## config.mk

```make
export PLATFORM = sky130hd
export DESIGN_NAME = vida_ctrl
export DESIGN_NICKNAME = d
export VERILOG_FILES = /design/src/rtl/vida_pkg.sv /design/src/rtl/vida_ctrl.sv
export SDC_FILE = /design/constraint.sdc
export NUM_CORES = 1
export LEC_CHECK = 0
export ABC_AREA = 1
export ABC_CLOCK_PERIOD_IN_PS = 1200
export BUFFER_PORTS_ARGS = -buffer_cell sky130_fd_sc_hd__clkbuf_2
export CAP_MARGIN = 25
export CELL_PAD_IN_SITES_DETAIL_PLACEMENT = 0
export CELL_PAD_IN_SITES_GLOBAL_PLACEMENT = 1
export CORE_UTILIZATION = 22
export CTS_CLUSTER_SIZE = 14
export DETAILED_ROUTE_END_ITERATION = 10
export HOLD_SLACK_MARGIN = 0.05
export PLACE_DENSITY = 0.68
export SYNTH_ARGS = -nofsm -noshare
export SYNTH_HDL_FRONTEND = slang
export SYNTH_SLANG_ARGS = --single-unit
```

## constraint.sdc

```tcl
create_clock -name clk -period 1.2 [get_ports clk]
set_clock_uncertainty 0.2 [all_clocks]
set_input_delay 0.36 -clock clk [delete_from_list [all_inputs] [get_ports clk]]
set_output_delay 0.36 -clock clk [all_outputs]
set_load 0.005 [all_outputs]
```

## src/rtl/vida_pkg.sv

```systemverilog
// ----------------------------------------------------------------------------
// vida_pkg
// Shared types and constants of the variable index dynamic average block.
// ----------------------------------------------------------------------------
package vida_pkg;

    localparam int PRICE_W    = 32;
    localparam int MOM_W      = 33;
    localparam int CNT_W      = 17;
    localparam int Q_W        = 17;
    localparam int PROD_W     = 49;
    localparam int WLEN_W     = 7;
    localparam int PERIOD_W   = 16;
    localparam int CFG_IDX_W  = 2;
    localparam int CFG_DATA_W = 17;

    localparam logic [Q_W-1:0]     ONE_Q16    = 17'd65536;
    localparam logic [PROD_W:0]    ROUND_HALF = 50'd32768;
    localparam logic [WLEN_W-1:0]  WLEN_RST   = 7'd10;
    localparam logic [PERIOD_W-1:0] PERIOD_RST = 16'd14;
    localparam logic [Q_W-1:0]     ALPHA_RST  = 17'd8738;

    localparam logic [CFG_IDX_W-1:0] REG_WINDOW_LEN = 2'd0;
    localparam logic [CFG_IDX_W-1:0] REG_SMOOTHING  = 2'd1;
    localparam logic [CFG_IDX_W-1:0] REG_ALPHA      = 2'd2;

    typedef struct packed {
        logic accept;
        logic sub;
        logic add;
        logic prep;
        logic div_start;
        logic kmul;
        logic mul1;
        logic mul2;
        logic blend;
        logic clear;
    } vida_cmd_t;

    typedef struct packed {
        logic clr_last;
        logic warm;
        logic div_done;
        logic out_free;
    } vida_status_t;

endpackage

```

## src/rtl/vida_ctrl.sv

```systemverilog
// ----------------------------------------------------------------------------
// vida_ctrl
// Sequencer: ring clear after reset, then one sample at a time.
// ----------------------------------------------------------------------------
module vida_ctrl (
    input  logic                   clk,
    input  logic                   rst_n,
    input  logic                   in_valid,
    output logic                   in_stall,
    input  vida_pkg::vida_status_t status,
    output vida_pkg::vida_cmd_t    cmd
);

    typedef enum logic [3:0] {
        ST_CLEAR,
        ST_IDLE,
        ST_SUB,
        ST_ADD,
        ST_PREP,
        ST_DIV_START,
        ST_DIV_WAIT,
        ST_KMUL,
        ST_MUL1,
        ST_MUL2,
        ST_BLEND
    } state_t;

    state_t state_reg;
    state_t state_next;

    always_comb
    begin
        state_next = state_reg;
        cmd        = '0;
        unique case (state_reg)
            ST_CLEAR:
            begin
                cmd.clear = 1'b1;
                if (status.clr_last)
                begin
                    state_next = ST_IDLE;
                end
            end
            ST_IDLE:
            begin
                cmd.accept = in_valid;
                if (in_valid)
                begin
                    state_next = ST_SUB;
                end
            end
            ST_SUB:
            begin
                cmd.sub    = 1'b1;
                state_next = ST_ADD;
            end
            ST_ADD:
            begin
                cmd.add    = 1'b1;
                state_next = status.warm ? ST_IDLE : ST_PREP;
            end
            ST_PREP:
            begin
                cmd.prep   = 1'b1;
                state_next = ST_DIV_START;
            end
            ST_DIV_START:
            begin
                cmd.div_start = 1'b1;
                state_next    = ST_DIV_WAIT;
            end
            ST_DIV_WAIT:
            begin
                if (status.div_done)
                begin
                    state_next = ST_KMUL;
                end
            end
            ST_KMUL:
            begin
                cmd.kmul   = 1'b1;
                state_next = ST_MUL1;
            end
            ST_MUL1:
            begin
                cmd.mul1   = 1'b1;
                state_next = ST_MUL2;
            end
            ST_MUL2:
            begin
                cmd.mul2   = 1'b1;
                state_next = ST_BLEND;
            end
            ST_BLEND:
            begin
                cmd.blend = status.out_free;
                if (status.out_free)
                begin
                    state_next = ST_IDLE;
                end
            end
            default:
            begin
                state_next = ST_IDLE;
            end
        endcase
    end

    always_ff @(posedge clk or negedge rst_n)
    begin
        if (!rst_n)
        begin
            state_reg <= ST_CLEAR;
        end
        else
        begin
            state_reg <= state_next;
        end
    end

    assign in_stall = (state_reg != ST_IDLE);

endmodule

```

### After elaboration in Yosys (flattened, before gate mapping)

Index checks and enable logic that the tools add are counted.

| operators by class | value |
|---|---|
| equality and inequality tests | 15 |
| muxes and demuxes | 16 |
| reduce and logical (&&, ||, !) cells | 2 |

Operator list:

| operator | number |
|---|---|
| $pmux 4 s11 | 1 |
| $eq 4x3->1 const B | 4 |
| $mux 4 | 4 |
| $eq 4x4->1 const B | 3 |
| $mux 1 | 10 |
| $eq 4x2->1 const B | 2 |
| $ne 2x2->1 const B | 4 |
| $eq 4x1->1 const B | 1 |
| $logic_not 4->1 | 1 |
| $ne 4x1->1 const B | 1 |
| $reduce_and 4->1 | 1 |
| $mux 3 | 1 |

| word-level totals | value |
|---|---|
| register bits after elaboration | 4 |
| output and inout port bits | 11 |
| word-level logic and storage cells | 34 |

### Longest topological paths before layout

Gate-level depths: netlist (run 1).

| depth | value |
|---|---|
| depth in word-level cells | 3 |
| gate-level depth with buffers | 8 |

### Least setup slack after synthesis (run 1)

No wires, ideal clock.

| timing path | value |
|---|---|
| kind | reg-to-output |
| from | register state_reg[2] |
| to | output cmd[1] (netlist bit) |
| arrival | 807 ps |
| path slack | -167 ps |
| stages on the path, launching flop included | 4 |
| path buffers | 0 |
| cells stage by stage | dfrtp_1 > nor2_1 > inv_1 > nor3_1 |

RTL lines:

| element | line | RTL |
|---|---|---|
| start: declaration | vida_ctrl.sv:28 | `state_t state_reg;` |
| start signal: assignment | vida_ctrl.sv:117 | `state_reg <= state_next;` |
| end: declaration | vida_ctrl.sv:11 | `output vida_pkg::vida_cmd_t cmd` |

==> run metrics, run 1 <==
status=complete, but fails checks; failing checks=setup timing; Req. time, crit path=640 ps; RSZ-0062 raised after global routing=true; CTS sink count=4; IO Port Bufs=17; H-tree depth=1; Post-Synth Adder-Cell Area=0%; drt pass-1 iters=1; pin count of the biggest net entering global routing=7; Pint=1.01 mW; area of the multi-input gates=240 sq um; wire per inst=8.92 microns; worst-margin pin slew=194 ps; fmax=601 MHz; GR Util All Layers=13.9%; initial antenna violation count=0; synthesis warning total=0; Post-Synthesis Cells=60; Switching Share=44.6%; post-synth net total=67; vias in the first global route=392; synthesized area=328 sq um; Rows=13; final worst slack=-465 ps; DP Wirelength=827 microns; global-route wire length before repair=1.47 mm; endpoints failing setup=15; Synth Area in XOR/XNOR=0%; Syn Area/Cell=5.46 sq um; max reg flops=4; Final Cell Area=671 sq um; power share of the clock group=9.1%; deepest clock path buffer count=2; register area=104 sq um; sequential share of the synthesized area=30.5%; total routed wirelength=1.02 mm; Synth Area in Simple Gates=50.0%; # diodes=0; gp weighted congestion=0.786; mux cell area share after synthesis=0%; max cap viols=0; crit-path max FO=4; P per Cell Area=2710 nW/um^2; startpoint types=register; die height=40.6 microns; max_slew headroom=87.0%; Final Hold Viols=0; critical path arrival=1100 ps; Vias=458; Congestion Overflow GR=0; max-slew violations=0; CTS Root Cell=clkbuf_4; Reg power frac=19.2%; worst hold-check path type=input pin to register; Filler cells=155; combinational family with the most area after synthesis=simple AND/OR/NAND/NOR gates; synth unique cells=10; hold depth=2; Vias per Instance=4.02; Nets=108; final cell count without fillers=114; core area=1350 sq um; CTS clk-pin slew, worst paths=40 ps; critical path class=register to primary output; Ports=18; First DRT Iteration DRCs=0; Logic pwr share=71.7%; die width=40.6 microns; crit path time final=1660 ps; VDD IR-drop max=1.16 mV; # DRC=0; CP Capture Type=primary output; switching pwr=0.809 mW; Placed Area=552 sq um; compound-gate portion of the synthesized area=3.44%; area grow syn2layout=105%; Initial Utilization=24.3%; R2R depth=8; die area=1650 sq um; DP Cell Count=106; share of cells above drive strength 1=63.6%; CTS tree=built; static leakage=0.385 nW; Clock Latency Late Sink=230 ps; Routed Antenna Nets=0; total CTS buffers=3; fin crit share=139%; FF+latch count, synth=4
## per-stage QoR
stage | utilization (%) | hold slack [ps] | setup WS (ps) | total power, mW | setup TNS (ps)
finish | 49.7 | 125 | -465 | 1.82 | -5590
global route | 49.7 | 132 | -558 | 2.00 | -6610
CTS | 45.8 | 121 | -485 | 1.66 | -5780
detailed placement | 40.9 | -24.9 | -278 | 1.37 | -3050
global placement | 40.9 | -26.9 | -260 | 1.36 | -2880
floorplan | - | -136 | -118 | 0.824 | -823
## power by group through the flow
stage | combinational, mW | clock [mW] | sequential (mW)
after detailed placement | 1.08 | 0 | 0.293
after floorplan | 0.543 | 0 | 0.281
final | 1.30 | 0.165 | 0.348
after CTS | 1.18 | 0.175 | 0.305
after global routing | 1.46 | 0.180 | 0.360
after global placement | 1.07 | 0 | 0.290
## final timing paths
path,startpoint,endpoint,slack [ps]
max reg2reg,state_reg[0],state_reg[1],-270
max in group asynchronous,rst_n,state_reg[2],390
max,state_reg[0],cmd[2],-460
min in group asynchronous,rst_n,state_reg[0],270
min reg2reg,state_reg[1],state_reg[1],400
min,status[2],state_reg[2],130
## cell usage after synthesis
cell	number	area [sq um]
nand3_1	5	25.0
dfrtp_1	4	100
a21oi_1	1	5.00
inv_2	1	3.75
nor2_1	17	63.8
nand2_1	14	52.6
o22ai_1	1	6.26
nor2_2	2	12.5
inv_1	13	48.8
nor3_1	2	10.0
## layout make-up
| cell class | count | area share [%] |
|---|---|---|
| clock buffers | 3 | 3.36 |
| inverters | 14 | 8.21 |
| multi-input cells | 42 | 35.8 |
| flip-flops and latches | 4 | 15.5 |
| well taps | 15 | 2.80 |
| repair buffers | 36 | 34.3 |
## worst max-delay path, stage by stage (launching register included)
cell and delay (ps):
dfrtp_2 420, inv_4 60, nor2_4 120, inv_1 70, nor2_1 100, clkbuf_2 110
## timing repair
action	4_1_cts	5_1_grt
buffers inserted	3	1
gates resized for setup	4	21
pin swaps	1	6
hold buffers	1	0
endpoints found under the setup margin	15	15
endpoints found under the hold margin	4	0
## placed cells by master (no fill, tap or decap), drive strengths merged
cell type,netlist,layout
dfrtp,4,4
nand2,14,14
buf,0,23
nand3,5,5
nor2,19,19
o22ai,1,1
a21oi,1,1
inv,14,14
dlygate4sd3,0,1
clkbuf,0,15
nor3,2,2
## per-layer routing
metal / vias up / track usage (%) / wire length [microns]
met1: 187 / 18.2 / 483
met3: 0 / 1.67 / 44
met4: 0 / 10.0 / 0
met5: - / 0 / 0
met2: 14 / 20.6 / 488
li1: 257 / - / -
## kinds of logic (layout without fill, tap and decap cells)
logic type / after synthesis / in the layout
DFF: 4 / 4
and+or+nand+nor: 40 / 40
AOI/OAI and AO/OA: 2 / 2
buffers and inverters: 14 / 53
No activity file was read; power rests on OpenSTA's default activity.
==> run 2, diff against run 1 <==
Settings changed: CORE_MARGIN from default to 2, PLACE_DENSITY 0.68 to default, PLACE_DENSITY_LB_ADDON from default to 0.1.
==> run metrics, run 2 (synthesis results as in run 1) <==
Vias=467; Final Cell Area=678 sq um; CTS sink count=4; met1 wire length=487 microns; Filler cells=158; worst-margin pin slew=245 ps; area grow syn2layout=107%; Req. time, crit path=640 ps; max cap viols=0; Nets=107; CP peak stage delay=480 ps; Clock Latency Late Sink=230 ps; crit-path max FO=7; vias in the first global route=409; CP endpoint=cmd[9]; final worst slack=-508 ps; global-route wire length before repair=1.69 mm; Vias per Instance=4.13; First DRT Iteration DRCs=5; Congestion Overflow GR=0; endpoints failing setup=15; IO Port Bufs=17; CTS tree=built; CP Capture Type=primary output; pin count of the biggest net entering global routing=8; overall power=1.87 mW; die height=42.6 microns; # DRC=0; CP Launch Point=state_reg[1]; wire per inst=9.35 microns; initial antenna violation count=0; core area=1350 sq um; die width=42.6 microns; fin crit share=142%; static leakage=0.387 nW; Register-to-Register Setup Slack=-210 ps; startpoint types=register; total routed wirelength=1.06 mm; reg2reg start=state_reg[1]; CP cell instances=nor2_4 -> nand2_2 -> nor2_1 -> buf_2; Reg-to-Reg End=state_reg[1]; crit path time final=1710 ps; critical path arrival=1150 ps; max reg flops=4; max-slew violations=0; hold depth=2; DP Wirelength=790 microns; CTS Root Cell=clkbuf_4; slowest stage cell on the critical path=dfrtp_2; RSZ-0062 raised after global routing=true; Ports=18; H-tree depth=1; Final Hold Viols=0; GR Util All Layers=12.6%; Rows=13; final core utilization=50.2%; total CTS buffers=3; pre-CTS WS=-296 ps; commonest non-fill, non-tap cell in the layout=buf_4; failing checks=setup timing; die area=1810 sq um; # diodes=0; fmax=585 MHz; most frequent cells in the layout=buf_4, clkbuf_2, nor2_1, nand2_1, inv_2; CTS clk-pin slew, worst paths=40 ps; critical path class=register to primary output; status=complete, but fails checks; max_slew headroom=83.6%; Placed Area=544 sq um; metal3 WL=36 microns; max layer used=met3; worst hold-check path type=input pin to register; met2 routed WL=533 microns; VDD IR-drop max=1.27 mV; drt pass-1 iters=2; P per Cell Area=2750 nW/um^2; share of cells above drive strength 1=68.4%; Routed Antenna Nets=0; Initial Utilization=24.3%; gp weighted congestion=0.745; R2R depth=6; deepest clock path buffer count=2
## run 2: changes by cell type in the layout (fill, tap and decap cells not counted), sizes merged
cell    before  now
buf         23   21
clkbuf      15   16
## run 2: per-layer routing
metal | GRT usage [%] | vias to the layer above
met1 | 16.4 | 202
met5 | 0 | -
li1 | - | 255
met2 | 18.8 | 10
met3 | 2.59 | 0
met4 | 7.50 | 0
## run 2: area by class of cell
type                            instances  area, sq um  area share [%]
Clock buffer                            3         22.5            3.32
Inverter                               14         52.6            7.75
Sequential cell                         4          104            15.3
Tap cell                               15         18.8            2.77
Multi-Input combinational cell         42          254            37.5
Timing Repair Buffer                   35          226            33.4
## run 2: metrics by stage
stage / setup TNS, ps / hold slack (ps) / instances
final: -5570 / 125 / 113
after global routing: -6630 / 123 / 113
after global placement: -3150 / -30.3 / 105
after CTS: -5730 / 115 / 110
after detailed placement: -3180 / -30.6 / 105
after floorplan: -823 / -136 / 60
## run 2: repair_timing
item | 4_1_cts | 5_1_grt
endpoints found under the hold margin | 4 | 0
resized for setup | 5 | 25
pin swaps | 1 | 8
buffers inserted | 1 | 3
hold buffers | 1 | 0
setup endpoints to repair | 15 | 15
## run 2: how the worst min path moves through the flow
stage                     startpoint      endpoint  slack [ps]
after floorplan                rst_n  state_reg[0]        -140
after global placement         rst_n  state_reg[0]         -30
after detailed placement       rst_n  state_reg[1]         -30
after CTS                  status[2]  state_reg[2]         110
after global routing       status[2]  state_reg[2]         120
final                      status[2]  state_reg[2]         130
## run 2: critical path: cells and delay by family (launching register included)
family / cells / cell delay (ps)
buf+inv: 1 / 110
simple gates: 3 / 320
flops: 1 / 480
## run 2: where the power goes
group	internal, mW	total [mW]	switching [mW]	leakage (nW)
sequential	0.215	0.345	0.130	0.0466
combinational	0.688	1.36	0.668	0.327
clock	0.112	0.166	0.0544	0.0138
==> run 3, diff against run 2 <==
Settings changed: ABC_CLOCK_PERIOD_IN_PS 1200 to 2200, CORE_AREA from default to 2 2 39 41, CORE_MARGIN 2 to default, CORE_UTILIZATION 22 to default, DIE_AREA from default to 0 0 41 43.
Clock period 1.2 ns to 2.2 ns, I/O delays scaled along.
==> run metrics, run 3 (synthesis results as in run 1) <==
Vias=401; CTS tree=built; gp weighted congestion=0.678; RSZ-0062 raised after global routing=false; worst hold-check path type=register to register; Setup TNS=0 ps; GR Util All Layers=11.5%; initial antenna violation count=0; Final Hold Viols=0; # diodes=0; CP Capture Type=primary output; H-tree depth=1; Congestion Overflow GR=0; endpoints failing setup=0; Nets=90; max-slew violations=0; max_slew headroom=84.6%; VDD IR-drop max=0.533 mV; critical path arrival=1210 ps; First DRT Iteration DRCs=5; Clock Latency Late Sink=230 ps; CTS Root Cell=clkbuf_4; startpoint types=register; static leakage=0.294 nW; die height=43 microns; IO Port Bufs=17; critical path class=register to primary output; most frequent cells in the layout=clkbuf_2, nor2_1, nand2_1; total CTS buffers=3; max cap viols=0; total routed wirelength=834 microns; CTS sink count=4; Initial Utilization=23.7%; Rows=14; drt pass-1 iters=4; crit-path max FO=6; area grow syn2layout=42.7%; Vias per Instance=4.13; Hold WS=408 ps; fmax=483 MHz; die area=1760 sq um; die width=41 microns; DP Cell Count=93; vias in the first global route=347; worst-margin pin slew=231 ps; Routed Antenna Nets=0; status=finished, final reports clean; share of cells above drive strength 1=29.6%; global-route wire length before repair=1.32 mm; Req. time, crit path=1340 ps; Ports=18; commonest non-fill, non-tap cell in the layout=clkbuf_2; final cell count without fillers=97; DP Wirelength=711 microns; pin count of the biggest net entering global routing=8; max reg flops=4; P per Cell Area=1370 nW/um^2; crit path time final=2070 ps; core area=1380 sq um; # DRC=0; Post-CTS Repair Setup Buffers=0; wire per inst=8.60 microns; deepest clock path buffer count=2; CTS clk-pin slew, worst paths=40 ps; fin crit share=94.1%
-- run 3: cell types whose count changed in the layout (fill, tap and decap cells not counted), moves of 5 or more --
cell / delta
buf_4: -16
inv_1: +7
inv_2: -7
nand2_1: +5
nor2_1: +7
-- run 3: stage by stage --
| stage | power, mW | instance area (sq um) | util (%) | worst slack (ps) |
|---|---|---|---|---|
| final | 0.641 | 468 | 33.8 | 130 |
| after global routing | 0.730 | 468 | 33.8 | 21.8 |
| after CTS | 0.651 | 465 | 33.6 | 109 |
| after detailed placement | 0.555 | 433 | 31.3 | 256 |
| after global placement | 0.560 | 433 | 31.3 | 271 |
| after floorplan | 0.423 | 328 | - | 442 |
-- run 3: worst max-delay path: stages, from the launching register on --
cell and delay [ps]:
dfrtp_1 420, nor2_1 200, inv_1 90, nor3_1 130
clkbuf_2 140
-- run 3: layout make-up --
cell class	count	area (sq um)
repair buffers	18	95.1
multi-input cells	42	178
inverters	14	52.6
flip-flops and latches	4	100
clock buffers	3	22.5
well taps	16	20.0
fillers	179	916
-- run 3: routing by layer --
| metal | share of wire (%) | global-route usage, % | vias to the layer above |
|---|---|---|---|
| met5 | 0 | 0 | - |
| met4 | 1.9 | 8.00 | 0 |
| met3 | 4.4 | 3.14 | 2 |
| met2 | 49 | 15.6 | 11 |
| met1 | 44 | 15.0 | 169 |
| li1 | - | - | 219 |
-- run 3: final timing paths --
kind | from | end | slack (ps) | depth (start not counted)
worst max-delay path | state_reg[2] | cmd[1] | 130 | 4
worst min-delay path | state_reg[3] | state_reg[0] | 410 | 3
worst max register to register | state_reg[1] | state_reg[0] | 830 | 6
worst min register to register | state_reg[3] | state_reg[0] | 410 | 3
max in group asynchronous | rst_n | state_reg[3] | 1120 | 2
min in group asynchronous | rst_n | state_reg[0] | 570 | 2
-- run 3: timing repair --
action                                  4_1_cts  5_1_grt
endpoints found under the hold margin         4        0
hold buffers                                  1        0
endpoints found under the setup margin        0        1
gates resized for setup                       0        1
-- run 3: report_power, final --
| group | leakage (nW) | total [mW] | switching (mW) | internal [mW] |
|---|---|---|---|---|
| clock network | 0.0138 | 0.0889 | 0.0281 | 0.0609 |
| logic | 0.230 | 0.395 | 0.243 | 0.151 |
| registers | 0.0499 | 0.157 | 0.0452 | 0.112 |
| total | 0.294 | 0.641 | 0.317 | 0.324 |
